$ cat src/thermal_plant_emulator_assert.svh
// assertion macros for the thermal plant emulator
`ifndef THERMAL_PLANT_EMULATOR_ASSERT_SVH
`define THERMAL_PLANT_EMULATOR_ASSERT_SVH

`ifndef SYNTHESIS
`define TPE_ASSERT_CLK(lbl, clk, rstn, prop) \
  lbl: assert property (@(posedge clk) disable iff (!rstn) prop) \
    else $error("thermal plant emulator assertion failed");
`define TPE_ASSERT(lbl, prop) `TPE_ASSERT_CLK(lbl, clk_i, rst_ni, prop)
`else
`define TPE_ASSERT_CLK(lbl, clk, rstn, prop)
`define TPE_ASSERT(lbl, prop)
`endif

`endif

$ cat src/tpe_rate_line.sv
// dead-time line memory, one write and one registered read port
module tpe_rate_line #(
  parameter int unsigned Depth = 64,
  parameter int unsigned AddrW = 6
) (
  input  logic                     clk_i,
  input  logic                     rd_en_i,
  input  logic [AddrW-1:0]         rd_addr_i,
  input  logic                     wr_en_i,
  input  logic [AddrW-1:0]         wr_addr_i,
  input  logic signed [31:0]       wr_data_i,
  output logic signed [31:0]       rd_data_o
);

  logic signed [31:0] mem_q [Depth];
  logic signed [31:0] rd_data_q;

  always_ff @(posedge clk_i) begin
    if (wr_en_i) begin
      mem_q[wr_addr_i] <= wr_data_i;
    end
  end

  always_ff @(posedge clk_i) begin
    if (rd_en_i) begin
      rd_data_q <= mem_q[rd_addr_i];
    end
  end

  assign rd_data_o = rd_data_q;

endmodule

$ cat config.mk
export PLATFORM = sky130hd
export DESIGN_NAME = tpe_rate_line
export DESIGN_NICKNAME = d
export VERILOG_FILES = /design/src/thermal_plant_emulator_assert.svh /design/src/tpe_rate_line.sv
export SDC_FILE = /design/constraint.sdc
export NUM_CORES = 2
export LEC_CHECK = 0
export CORE_UTILIZATION = 50
export CTS_CLUSTER_SIZE = 24
export DETAILED_ROUTE_END_ITERATION = 7
export DONT_BUFFER_PORTS = 1
export MAX_ROUTING_LAYER = met4
export PLACE_DENSITY = 0.74
export SLEW_MARGIN = 40
export SYNTH_ARGS = -nofsm -noshare
export SYNTH_HDL_FRONTEND = slang
export SYNTH_SLANG_ARGS = --single-unit
$ cat constraint.sdc
create_clock -name clk_i -period 3.7 [get_ports clk_i]
set_input_delay 0.555 -clock clk_i [delete_from_list [all_inputs] [get_ports clk_i]]
set_output_delay 0.555 -clock clk_i [all_outputs]
set_load 0.005 [all_outputs]
-- After elaboration in Yosys (flattened, before gate mapping)
Memories as Yosys holds them, arrays and structs flattened. A register that Yosys moved wholly into a read port is not among the register bits.
Index checks and enable logic that the tools add are counted.
- word-level logic and storage cells: 3
- RAM bits: 2048
- bits in registers: 0
- output and inout bits: 32
- memories: 1
- memory list (memory ; words ; width ; read ports ; clocked after Yosys merged registers in ; wr ports ; line ; source):
    mem_q ; 64 ; 32 ; 1 ; 1 ; 1 ; tpe_rate_line.sv:15 ; logic signed [31:0] mem_q [Depth];
- muxes and demuxes: 2
- operators by type and width (operator ; count):
    $mux W1 ; 2

-- Longest topological paths before layout
- depth in word-level cells: 2
- mapped depth: 10

-- Least setup slack after synthesis
OpenSTA, ideal clock, no wires.
- path type: in2reg
- start point: in wr_addr_i[3]
- end point: mem mem_q[48][0], enable pin
- cell stages on the path: 4
- path slack: -0.015 ns
- data arrival time: 3.254 ns
- library setup time: 0.461 ns
- cell sequence: clkbuf_1 -> nor2b_1 -> nand4b_1 -> nor3_1
- RTL lines (element ; line ; source):
    start, declared ; tpe_rate_line.sv:10 ; input logic [AddrW-1:0] wr_addr_i,
    end, declared ; tpe_rate_line.sv:15 ;
No word-level cell before the write port.

==> metrics.md <==
| Metric | Value |
|---|---|
| WHS Path Cells | `2` |
| Final Slew Violations | `0` |
| Multi-input logic area | `between 0.015 and 0.02 mm^2` |
| Clock slew at reported path FFs | `60 ps` |
| GRT Resource Usage Total | `26.0%` |
| Endpoints failing hold | `0` |
| CP cell instances | `buf_16 -> buf_16 -> buf_16 -> mux4_2 -> nor2b_1 -> a21oi_1 -> a311oi_1 -> nor3_1` |
| Critical path required time | `4220 ps` |
| Skew final | `28.9 ps` |
| Max_slew headroom | `23.9%` |
| DRC viols | `0` |
| Clk sinks | `2,080` |
| Syn_nets | `3,371` |
| CTS tree | `yes` |
| Crit path max fanout | `84` |
| DRT Pass-1 Iters | `5` |
| Worst skew pair latency | `830 ps` |
| Avg WL per Cell | `35.1 um` |
| Post-DRT Antenna Nets | `0` |
| WP data arrival | `3880 ps` |
| Die Width | `399 um` |
| Min-Delay Startpoint | `rd_addr_i[4]` |
| FF/Latch Area | `0.0625 mm^2` |
| Root buf cell | `clkbuf_16` |
| Initial drt markers | `5,851` |
| Post-CTS setup buffer count | `0` |
| IO Port Bufs | `0` |
| Period utilisation layout | `90.8%` |
| Yosys cell types | `33` |
| Vias in the first global route | `37,600` |
| Slowest cell delay on critical path | `680 ps` |
| Final net count | `3,530` |
| Setup-failing EPs final | `0` |
| Most frequent cells in the layout | `edfxtp_1, mux4_2, clkbuf_16, mux2i_1` |
| FF-to-FF setup slack | `1230 ps` |
| Ys Warns | `0` |
| Setup CP Type | `in -> reg` |
| Startpoint types | `input pin` |
| Starting density of the core | `approximately 50%` |
| Worst Hold End | `rd_data_o[25]` |
| Die ar. | `about 0.16 mm^2` |
| Layout Area Growth over Synthesis | `13.2%` |
| First-pass GRT wire length | `280,000 um` |
| Commonest non-fill, non-tap cell in the layout | `edfxtp_1` |
| Mapped cell area | `0.0788 mm^2` |
| Synthesized area per cell | `23.7 um^2` |
| CTS Buffer Depth | `3` |
| Least-Margin Pin Slew | `between 1000 and 1500 ps` |
| Static Leak | `0.0275 uW` |
| CTS Buf Count | `193` |
| Initial antenna violation count | `6` |
| Top achievable clock speed | `298 MHz` |
| R2R Path End | `rd_data_o[6]` |
| H-tree levels | `4` |
| Sequential area share after synthesis | `79.2%` |
| Number of gates resized after cts | `0` |
| VDD IR-drop max | `approximately 0.00054 V` |
| Layout cells sized above 1 | `28.0%` |
| Num ports | `79` |
| Crit path capture type | `register` |
| Crit path buf inv count | `3` |
| Min Hold Slack | `39.0 ps` |
| Setup repair after global routing missed its margin | `false` |
| Gp weighted congestion | `0.793` |
| Largest net degree at the start of global routing | `514` |
| Grt ovf | `0` |
| DP HPWL | `around 100,000 um` |
| Via/cell ratio | `6.58` |
| Critical path's slowest cell | `a311oi_1` |
| Die Ht | `approximately 400 um` |
| Hold Crit Class | `in -> reg` |
| Worst r2r src | `mem_q[30][6]` |
| Fin crit period | `3360 ps` |
| Outcome | `complete, no violations` |
| Final setup TNS | `0 ps` |
| Pwr/cell area | `533 mW/mm^2` |
| Row Count | `145` |
| Top Family by Delay on Critical Path | `buffers and inverters` |
| Cells on worst reg2reg path | `4` |
| Crit path top cell by count | `buf_16` |
| Syn Inst Count | `3,324` |
| Core area | `0.156 mm^2` |
| Total number of vias | `37,500` |
| Number of synthesized register bits | `roughly 2,100` |
| Max Cap Viol | `0` |
| WL final | `200,000 um` |
| Fill cells | `10,800` |
-- final cells by class --
cell class | instances | area share [%]
clock buffer | 245 | 5.75
multi-input combinational | 1062 | 17.9
tap | 2058 | 2.89
clock inverter | 105 | 1.03
timing repair buffer | 146 | 2.43
sequential | 2080 | 70.0
antenna | 3 | 0.00841
-- metrics by stage --
stage	utilization [%]	power (uW)	cell area [um^2]	std cells	setup WS (ps)
floorplan	-	27900	78800	3324	493
global placement	52.5	28100	82100	5305	81.8
detailed placement	52.5	28100	82100	5305	466
CTS	57.0	47600	89100	5689	1240
global route	57.1	48700	89200	5698	185
finish	57.1	47600	89200	5699	339
-- power by group --
| part | total (uW) | switching [uW] | internal, uW |
|---|---|---|---|
| combinational | 2060 | 1150 | 910 |
| clock | 19300 | 8510 | 10800 |
| sequential | 26300 | 123 | 26100 |
-- cells in the mapped netlist --
master	count	area share (%)
edfxtp_1	2080	79
mux4_2	544	16
nor2_1	137	0.65
mux2i_1	93	1.2
o22ai_1	84	0.67
clkbuf_1	74	0.35
a21oi_1	62	0.39
buf_2	57	0.36
o221ai_1	27	0.30
nand2_1	26	0.12
buf_4	25	0.24
buf_1	21	0.10
nor2b_1	15	0.12
a22oi_1	12	0.11
a311oi_1	8	0.089
nand2b_1	8	0.063
nor3_1	7	0.044
buf_6	5	0.071
nand3_1	5	0.032
nand3b_1	5	0.048
a41o_1	4	0.051
and3_1	4	0.032
o32ai_1	4	0.044
or3_1	3	0.024
or3b_2	3	0.033
and2_1	2	0.016
nand4_1	2	0.016
or3b_1	2	0.022
a31oi_1	1	0.0079
nand4b_1	1	0.011
or2_0	1	0.0079
or2_1	1	0.0079
or2_2	1	0.0079
-- sequential cells by signal, indices dropped and copies added, names as in the netlist --
name and flops:
mem_q 2048, rd_data_o 32
-- repair_timing --
item | CTS | global route
hold endpoints to repair | 2085 | 0
hold buffers | 34 | 0
endpoints found under the setup margin | 0 | 0
-- cells by family (layout without fill, tap and decap cells) --
kind of cell,after synthesis,in the layout,synth area share [%]
AO/OA/AOI/OAI,202,202,1.67
buffers and inverters,182,496,1.12
flip-flops,2080,2080,79.2
multiplexers,637,637,16.7
other,0,3,0
AND/OR/NAND/NOR,223,223,1.26
-- how the worst max path moves through the flow --
stage               slack, ps       endpoint         start  cells after the start
CTS                      1240   rd_data_o[6]  mem_q[31][6]                      4
detailed placement        470   rd_data_o[6]  rd_addr_i[0]                      4
global route              190   rd_data_o[4]  rd_addr_i[0]                      8
global placement           80  rd_data_o[30]  rd_addr_i[0]                      4
finish                    340   rd_data_o[4]  rd_addr_i[0]                      8
floorplan                 490   mem_q[39][0]  wr_addr_i[5]                      4
-- per-layer routing --
layer / vias up / GRT usage [%] / share of wire [%]
li1: 14600 / - / -
met1: 19900 / 35.4 / 37
met2: 2686 / 39.5 / 48
met3: 362 / 5.83 / 12
met4: 0 / 8.55 / 3.4
met5: - / - / 0
No activity file was read; power rests on OpenSTA's default activity.
