**config.mk**
```make
export PLATFORM = sky130hd
export DESIGN_NAME = tpe_cfg_regs
export DESIGN_NICKNAME = d
export VERILOG_FILES = /design/src/thermal_plant_emulator_assert.svh /design/src/tpe_pkg.sv /design/src/tpe_cfg_regs.sv
export SDC_FILE = /design/constraint.sdc
export NUM_CORES = 1
export LEC_CHECK = 0
export ABC_CLOCK_PERIOD_IN_PS = 800
export BUFFER_PORTS_ARGS = -buffer_cell sky130_fd_sc_hd__buf_2
export CAP_MARGIN = 40
export CORE_MARGIN = 1
export CORE_UTILIZATION = 40
export CTS_CLUSTER_DIAMETER = 60
export DETAILED_ROUTE_END_ITERATION = 7
export PLACE_DENSITY = 0.82
export SYNTH_ARGS = -nofsm -noshare
export SYNTH_HDL_FRONTEND = slang
export SYNTH_SLANG_ARGS = --single-unit
export TNS_END_PERCENT = 30
```
**constraint.sdc**
```tcl
create_clock -name clk_i -period 0.8 [get_ports clk_i]
set_input_delay 0.16 -clock clk_i [delete_from_list [all_inputs] [get_ports clk_i]]
set_output_delay 0.16 -clock clk_i [all_outputs]
set_load 0.005 [all_outputs]
```
**src/thermal_plant_emulator_assert.svh**
```systemverilog
// assertion macros for the thermal plant emulator
`ifndef THERMAL_PLANT_EMULATOR_ASSERT_SVH
`define THERMAL_PLANT_EMULATOR_ASSERT_SVH

`ifndef SYNTHESIS
`define TPE_ASSERT_CLK(lbl, clk, rstn, prop) \
  lbl: assert property (@(posedge clk) disable iff (!rstn) prop) \
    else $error("thermal plant emulator assertion failed");
`define TPE_ASSERT(lbl, prop) `TPE_ASSERT_CLK(lbl, clk_i, rst_ni, prop)
`else
`define TPE_ASSERT_CLK(lbl, clk, rstn, prop)
`define TPE_ASSERT(lbl, prop)
`endif

`endif

```
**src/tpe_pkg.sv**
```systemverilog
// shared types, constants and helpers of the thermal plant emulator
package tpe_pkg;

  localparam int unsigned CfgIdxW = 2;

  localparam logic [CfgIdxW-1:0] CFG_ENV_TEMP    = 2'd0;
  localparam logic [CfgIdxW-1:0] CFG_DELAY_LEN   = 2'd1;
  localparam logic [CfgIdxW-1:0] CFG_SIGNAL_GAIN = 2'd2;
  localparam logic [CfgIdxW-1:0] CFG_COOL_COEF   = 2'd3;

  localparam logic [31:0] ENV_TEMP_RST    = 32'd1572864;
  localparam logic [6:0]  DELAY_LEN_RST   = 7'd10;
  localparam logic [15:0] SIGNAL_GAIN_RST = 16'd6554;
  localparam logic [15:0] COOL_COEF_RST   = 16'd6554;

  // 0.003 in q0.24
  localparam logic [15:0] LAG_GAIN = 16'd50332;

  typedef struct packed {
    logic signed [31:0] env_temp;
    logic [6:0]         delay_len;
    logic [15:0]        signal_gain;
    logic [15:0]        cool_coef;
  } tpe_cfg_t;

  function automatic logic signed [31:0] sat32(input logic signed [34:0] v);
    logic signed [31:0] r;
    if (v > 35'sd2147483647) begin
      r = 32'sh7fffffff;
    end else if (v < -35'sd2147483648) begin
      r = 32'sh80000000;
    end else begin
      r = v[31:0];
    end
    return r;
  endfunction

endpackage

```
**src/tpe_cfg_regs.sv**
```systemverilog
// configuration register file
module tpe_cfg_regs
  import tpe_pkg::*;
(
  input  logic               clk_i,
  input  logic               rst_ni,
  input  logic               cfg_we_i,
  input  logic [CfgIdxW-1:0] cfg_idx_i,
  input  logic [31:0]        cfg_wdata_i,
  output tpe_cfg_t           cfg_o
);

  tpe_cfg_t cfg_q;

  always_ff @(posedge clk_i or negedge rst_ni) begin
    if (!rst_ni) begin
      cfg_q.env_temp    <= ENV_TEMP_RST;
      cfg_q.delay_len   <= DELAY_LEN_RST;
      cfg_q.signal_gain <= SIGNAL_GAIN_RST;
      cfg_q.cool_coef   <= COOL_COEF_RST;
    end else if (cfg_we_i) begin
      case (cfg_idx_i)
        CFG_ENV_TEMP:    cfg_q.env_temp    <= cfg_wdata_i;
        CFG_DELAY_LEN:   cfg_q.delay_len   <= cfg_wdata_i[6:0];
        CFG_SIGNAL_GAIN: cfg_q.signal_gain <= cfg_wdata_i[15:0];
        CFG_COOL_COEF:   cfg_q.cool_coef   <= cfg_wdata_i[15:0];
        default: ;
      endcase
    end
  end

  assign cfg_o = cfg_q;

endmodule

```
# --- Word level (Yosys, flattened, before mapping) ---
# Index checks and enable logic that the tools add are counted.
classes:
  addsub: 0
  n_mul: 0
  n_div: 0
  magnitude_cmp: 0
  eq_ne: 3
  shift: 0
  n_mux: 0
  bitwise: 0
  reduce_logical: 5
ops:
  columns: ["op", "count"]
  rows:
  - ["$reduce_and A2 Y1", 4]
  - ["$eq A2 B2 Y1 const B", 2]
  - ["$eq A2 B1 Y1 const B", 1]
  - ["$logic_not A2 Y1", 1]
word_totals:
  regBits: 71
  latchBits: 0
  mem_bits_rw: 0
  romBits: 0
  inputBits: 37
  output_inout_bits: 71
  mem_count: 0

# --- Longest topological paths before layout ---
# Gate-level depths: netlist of the first run.
depth:
  depth_word: 2
  depth_mapped: 3
  depth_no_buf: 2

# --- Worst setup path before layout of the first run ---
# No wires, ideal clock.
synth_timing:
  path_type: "in2reg"
  startpoint: "input port cfg_idx_i[1]"
  endpoint: "register cfg_q (netlist bit cfg_o[39])"
  setup_ps: 125
  arrival_time_ps: 942
  t_required_ps: 675
  path_slack_ps: -267
  stages: 3
  n_path_buf: 1
  path_cell_list: "nor3b_4 buf_4 mux2_2"
synth_between:
  elab_chain_cells: 2
synth_lines:
  columns: ["item", "line_no", "source"]
  rows:
  - ["from (decl)", "tpe_cfg_regs.sv:8", "input logic [CfgIdxW-1:0] cfg_idx_i,"]
  - ["$logic_not A2 Y1", "tpe_cfg_regs.sv:22", "case (cfg_idx_i)"]
  - ["$reduce_and A2 Y1 (no source line)", null, null]
  - ["to (decl)", "tpe_cfg_regs.sv:13", "tpe_cfg_t cfg_q;"]
# Every way passes these cells.
# A chain may end at the register's enable or synchronous reset.

# --- Worst setup path in the final report of the first run ---
layout_timing:
  startpoint: "register cfg_q (netlist bit cfg_o[4])"
  endpoint: "output port cfg_o[4] (netlist bit)"
layout_lines:
  columns: ["item", "line_no", "source"]
  rows:
  - ["to (decl)", "tpe_cfg_regs.sv:10", "output tpe_cfg_t cfg_o"]
# No word-level cell between the ends.

==> results.py, run 1 <==
metrics = {
    "sta": {
        "rsz0062_at_grt": "true",
        "setup_viol": 109,
        "timing.fmax_mhz": 879,
        "worst_pin_slew_ps": 223,
        "period_share_pct": 142,
        "maxSlewHeadroom_pct": 85.2,
        "period_needed_ps": 1140,
        "finalClockSkew_ps": 0,
        "hold_viol_final": 0,
        "fin_ws_ps": -338,
        "maxSlewViolCount": 0,
    },
    "clock_network": {
        "cts_buffers": 9,
        "clk_pin_slew_ps": 70,
        "root_buffer": "clkbuf_8",
        "clock_path_buffers": 2,
        "clock_latency_ps": 330,
        "clock_sinks": 71,
        "cts_max_level": 3,
        "cts_tree": "yes",
    },
    "cells_and_area": {
        "layout_commonest_cell": "buf_2",
        "nNetsFinal": 324,
        "largest_register_ffs": 71,
        "fin_util_pct": 58.4,
        "syn2layout_area_growth_pct": 40.0,
        "antenna_cells": 0,
        "final_cell_mix": "buf_2, mux2_2, dfrtp_1",
        "final_layout_size_suffix_gt1_share_pct": 79.8,
    },
    "placed_design": {
        "preCtsSetupSlack_ps": -452,
        "gp_congestion": 0.728,
        "io_buffers": 107,
        "place_hpwl_um": 3960,
    },
    "floorplanning": {
        "rows": 29,
        "core_mm2": 0.00642,
        "start_util_pct": 41.7,
        "die-area_mm2": 0.00704,
        "ioPinCount": 108,
        "die_height_um": 83.9,
        "fp.dieW_um": 83.9,
    },
    "synth": {
        "ys_ff_latch": 71,
        "syn-num-nets": 188,
        "synthTopCellsByArea": "dfrtp_1, mux2_2, dfstp_2",
        "ys_seq_area_share_pct": 67.1,
        "synth_top_cell_by_area": "dfrtp_1",
        "synth_area_mm2": 0.00268,
        "synth_cell_types": 10,
        "syn_inst": 151,
        "syn_area_per_cell_um2": 17.8,
        "synth_warnings": 0,
        "synth_top_area_share_pct": 49.5,
    },
    "global_routing": {
        "globalRouteOverflowTotal": 0,
        "grt_pass1_wl_um": 9020,
        "grt_antenna_before_repair": 0,
        "grt_pass1_vias": 1847,
        "grt_max_degree": 43,
        "track_usage_pct": 16.9,
    },
    "drt": {
        "drc_errors": 15,
        "wl_per_cell_um": 15.3,
        "first_pass_iters": 6,
        "vias_per_cell": 4.86,
        "ant_nets": 0,
        "wl_um": 5650,
        "route.vias.total": 1793,
        "drtIter0Drc": 46,
    },
    "run_status": {
        "run_status": "complete, but fails checks",
        "violations": "design-rule violations, negative setup slack",
    },
    "worst_setup_path": {
        "cp-start-kind": "flop",
        "cp_cell_sequence": "buf_6",
        "cp_slowest_cell": "dfstp_2",
        "path_class": "reg2out",
        "crit_fanout": 2,
        "crit_family": "flip-flops",
        "end_kind": "primary output",
        "cp.required_ps": 640,
        "slowest_delay_ps": 550,
        "crit_buf_inv": 1,
        "critPathArrivalTime_ps": 980,
    },
    "min_path": {
        "hp-class": "in2reg",
    },
    "power": {
        "irDropWorstVdd_mv": 1.20,
        "p_per_area_mw_per_mm2": 2460,
        "p_leak_nw": 1.81,
    },
    "job": {
        "drv_cap": 0,
    },
}
## synth_stat cells
cell type and instances:
buf_2 1, buf_4 4, dfrtp_1 53, dfstp_2 18, mux2_1 2, mux2_2 69
nand3_2 1, nand3b_1 1, nand3b_2 1, nor3b_4 1
## cells by family (layout without fill, tap and decap cells)
group	Yosys count	after routing	synth area share (%)
mux	71	71	29.8
flops	71	71	67.1
buf+inv	5	146	1.31
simple gates	4	4	1.77
## layout make-up
class                           count  area (µm²)
Clock buffer                       12         145
Timing Repair Buffer              130         825
Tap cell                           77        96.3
Fill cell                         562        2670
Sequential cell                    71        1800
Multi-Input combinational cell     75         866
Clock inverter                      4        22.5
## layer usage
metal | vias up | routed length, µm | global-route usage [%] | part of all wire (%)
li1 | 810 | - | - | -
met1 | 903 | 2390 | 20.4 | 42
met2 | 68 | 2830 | 27.9 | 50
met3 | 12 | 331 | 4.85 | 5.9
met4 | 0 | 108 | 7.99 | 1.9
met5 | - | 0 | 0 | 0
## path summary, 6_finish.rpt
kind	to	slack, ps	cells after the start	start
worst max-delay path	cfg_o[4]	-340	1	cfg_o[4]
min in group asynchronous	cfg_o[10]	350	3	rst_ni
worst min-delay path	cfg_o[68]	40	2	cfg_wdata_i[29]
max in group asynchronous	cfg_o[58]	170	3	rst_ni
worst min register to register	cfg_o[68]	500	1	cfg_o[68]
worst max register to register	cfg_o[36]	-80	2	cfg_o[36]
## repair_timing
action                     in CTS  in global routing
hold buffers                    1                  0
setup buffers                   6                  5
setup endpoints to repair     104                126
hold endpoints to repair       53                  0
resized for setup               4                 12
## worst register-to-register path: stages, from the launching register on
cell and delay (ps):
dfrtp_1 390, buf_4 140, mux2_4 250
## per-stage QoR
| stage | hold slack (ps) | total power, mW | setup TNS (ps) | std cells | instance area (µm²) |
|---|---|---|---|---|---|
| 6_report | 44.3 | 9.24 | -18360 | 369 | 3750 |
| 5_1_grt | 33.0 | 9.71 | -21460 | 369 | 3750 |
| 4_1_cts | 30.0 | 9.22 | -20100 | 364 | 3660 |
| 3_5_place_dp | 172 | 6.62 | -26790 | 341 | 3420 |
| 3_3_place_gp | 166 | 6.51 | -25280 | 341 | 3420 |
| 2_1_floorplan | -136 | 5.52 | -12080 | 151 | 2680 |
## power breakdown
part	switching (mW)	internal, mW	leakage, nW
logic	0.735	1.30	0.906
registers	0.348	4.40	0.816
clock network	1.26	1.20	0.0861
Power figures use the tool's default switching activity.
==> run 2, diff against run 1 <==
PLACE_DENSITY = 0.77   (was 0.82)
==> run 2 against run 1 <==
The run still ends with design-rule violations, negative setup slack left. Maximum frequency grew 0.77%. Clock power grew 3%. Cell count shrank 1.6%. Global-route usage shrank 0.29 points. Routed wire length shrank 2.2%. Clock skew is the same. Core utilization shrank 0.059 points. Worst setup slack gained 8.7 ps. Register-to-register slack is essentially flat. Die area is the same. Count of clock-buffer cells in the layout grew 1. Total power grew 0.54%. Critical endpoint is now cfg_o[58].
==> results.py, run 2 (synthesis gave the netlist of run 1 again) <==
metrics = {
    "run_status": {
        "run_status": "complete, but fails checks",
        "violations": "design-rule violations, negative setup slack",
    },
    "placed_design": {
        "gp_congestion": 0.700,
        "io_buffers": 107,
        "place_hpwl_um": 3950,
        "placedInstanceArea_mm2": 0.00342,
    },
    "worst_setup_path": {
        "cp_slowest_cell": "dfstp_2",
        "critPathArrivalTime_ps": 970,
        "crit_family": "flip-flops",
        "cp_cell_sequence": "buf_2",
        "crit_buf_inv": 1,
        "cp.required_ps": 640,
        "crit_fanout": 2,
        "path_class": "reg2out",
        "cp-start-kind": "flop",
        "slowest_delay_ps": 530,
        "end_kind": "primary output",
    },
    "cells_and_area": {
        "antenna_cells": 0,
        "final_area_mm2": 0.00375,
        "layout_commonest_cell": "buf_2",
        "fin_util_pct": 58.4,
        "nNetsFinal": 318,
        "largest_register_ffs": 71,
        "syn2layout_area_growth_pct": 39.9,
        "final_cell_mix": "buf_2, mux2_2, dfrtp_1",
        "final_layout_size_suffix_gt1_share_pct": 79.7,
    },
    "floorplanning": {
        "start_util_pct": 41.7,
        "die-area_mm2": 0.00704,
        "fp.dieW_um": 83.9,
        "ioPinCount": 108,
        "rows": 29,
        "die_height_um": 83.9,
        "core_mm2": 0.00642,
    },
    "clock_network": {
        "clk_pin_slew_ps": 70,
        "clock_sinks": 71,
        "cts_buffers": 9,
        "cts_max_level": 3,
        "clock_path_buffers": 2,
        "cts_tree": "yes",
        "clock_latency_ps": 320,
        "root_buffer": "clkbuf_8",
    },
    "power": {
        "switching_share_pct": 24.9,
        "power_mw": 9.29,
        "p_per_area_mw_per_mm2": 2480,
        "p_comb_share_pct": 21.7,
        "internal_power_mw": 6.97,
        "power_frac_clock_pct": 27.3,
        "power.net_switching_mw": 2.32,
        "p_leak_nw": 1.79,
        "irDropWorstVdd_mv": 1.42,
        "seqPwrFrac_pct": 51.0,
    },
    "drt": {
        "drc_errors": 12,
        "vias_per_cell": 4.80,
        "ant_nets": 0,
        "route.vias.total": 1742,
        "wl_um": 5530,
        "first_pass_iters": 6,
        "drtIter0Drc": 41,
        "wl_per_cell_um": 15.2,
    },
    "job": {
        "drv_cap": 0,
    },
    "global_routing": {
        "grt_max_degree": 59,
        "track_usage_pct": 16.6,
        "grt_pass1_wl_um": 8890,
        "grt_pass1_vias": 1816,
        "globalRouteOverflowTotal": 0,
        "grt_antenna_before_repair": 0,
    },
    "sta": {
        "hold_viol_final": 0,
        "finalClockSkew_ps": 0,
        "setup_viol": 108,
        "timing.fmax_mhz": 886,
        "maxSlewHeadroom_pct": 79.2,
        "period_share_pct": 141,
        "period_needed_ps": 1130,
        "worst_pin_slew_ps": 312,
        "fin_ws_ps": -329,
        "rsz0062_at_grt": "true",
        "maxSlewViolCount": 0,
    },
    "min_path": {
        "hp-class": "in2reg",
    },
}
[run 2: worst paths after layout]
path | to | slack, ps | from | cells past startpoint
min in group asynchronous | cfg_o[60] | 350 | rst_ni | 3
worst min register to register | cfg_o[67] | 480 | cfg_o[67] | 1
max in group asynchronous | cfg_o[27] | 100 | rst_ni | 3
worst max register to register | cfg_o[2] | -90 | cfg_o[2] | 2
worst min-delay path | cfg_o[67] | 50 | cfg_wdata_i[28] | 2
worst max-delay path | cfg_o[58] | -330 | cfg_o[58] | 1
[run 2: worst register-to-register path, cell delays in order, from the launching register on]
cell     delay (ps)
dfrtp_1         390
buf_4           140
mux2_4          250
[run 2: cell type report]
type                            instances  area, µm²
Tap cell                               77       96.3
Clock inverter                          3       17.5
Sequential cell                        71       1800
Fill cell                             528       2670
Clock buffer                           13        159
Multi-Input combinational cell         75        877
Timing Repair Buffer                  124        801
[run 2: routing by layer]
layer	global-route usage, %	share of wire, %
met5	0	0
met4	7.52	1.0
met3	6.03	7.2
met2	25.6	48
met1	20.8	44
[run 2: timing repair]
item | in CTS | in global routing
buffers inserted | 5 | 0
endpoints found under the setup margin | 103 | 112
pin swaps | 1 | 0
hold endpoints to repair | 53 | 0
gates resized for setup | 6 | 15
hold buffers | 1 | 0
[run 2: power by group through the flow]
stage | sequential (mW) | combinational (mW) | clock, mW
after floorplan | 4.83 | 0.688 | 0
after CTS | 4.72 | 1.96 | 2.64
after global placement | 4.74 | 1.77 | 0
after global routing | 4.82 | 2.19 | 2.77
final | 4.74 | 2.02 | 2.53
after detailed placement | 4.78 | 1.83 | 0
[run 2: metrics by stage]
step                hold WS, ps  TNS [ps]  worst slack (ps)  instances
floorplan                  -136    -12080              -267        151
global placement            144    -25790              -440        341
detailed placement          160    -27010              -483        341
CTS                        30.4    -20390              -355        363
global route               35.2    -21830              -369        363
finish                     48.8    -18250              -329        363
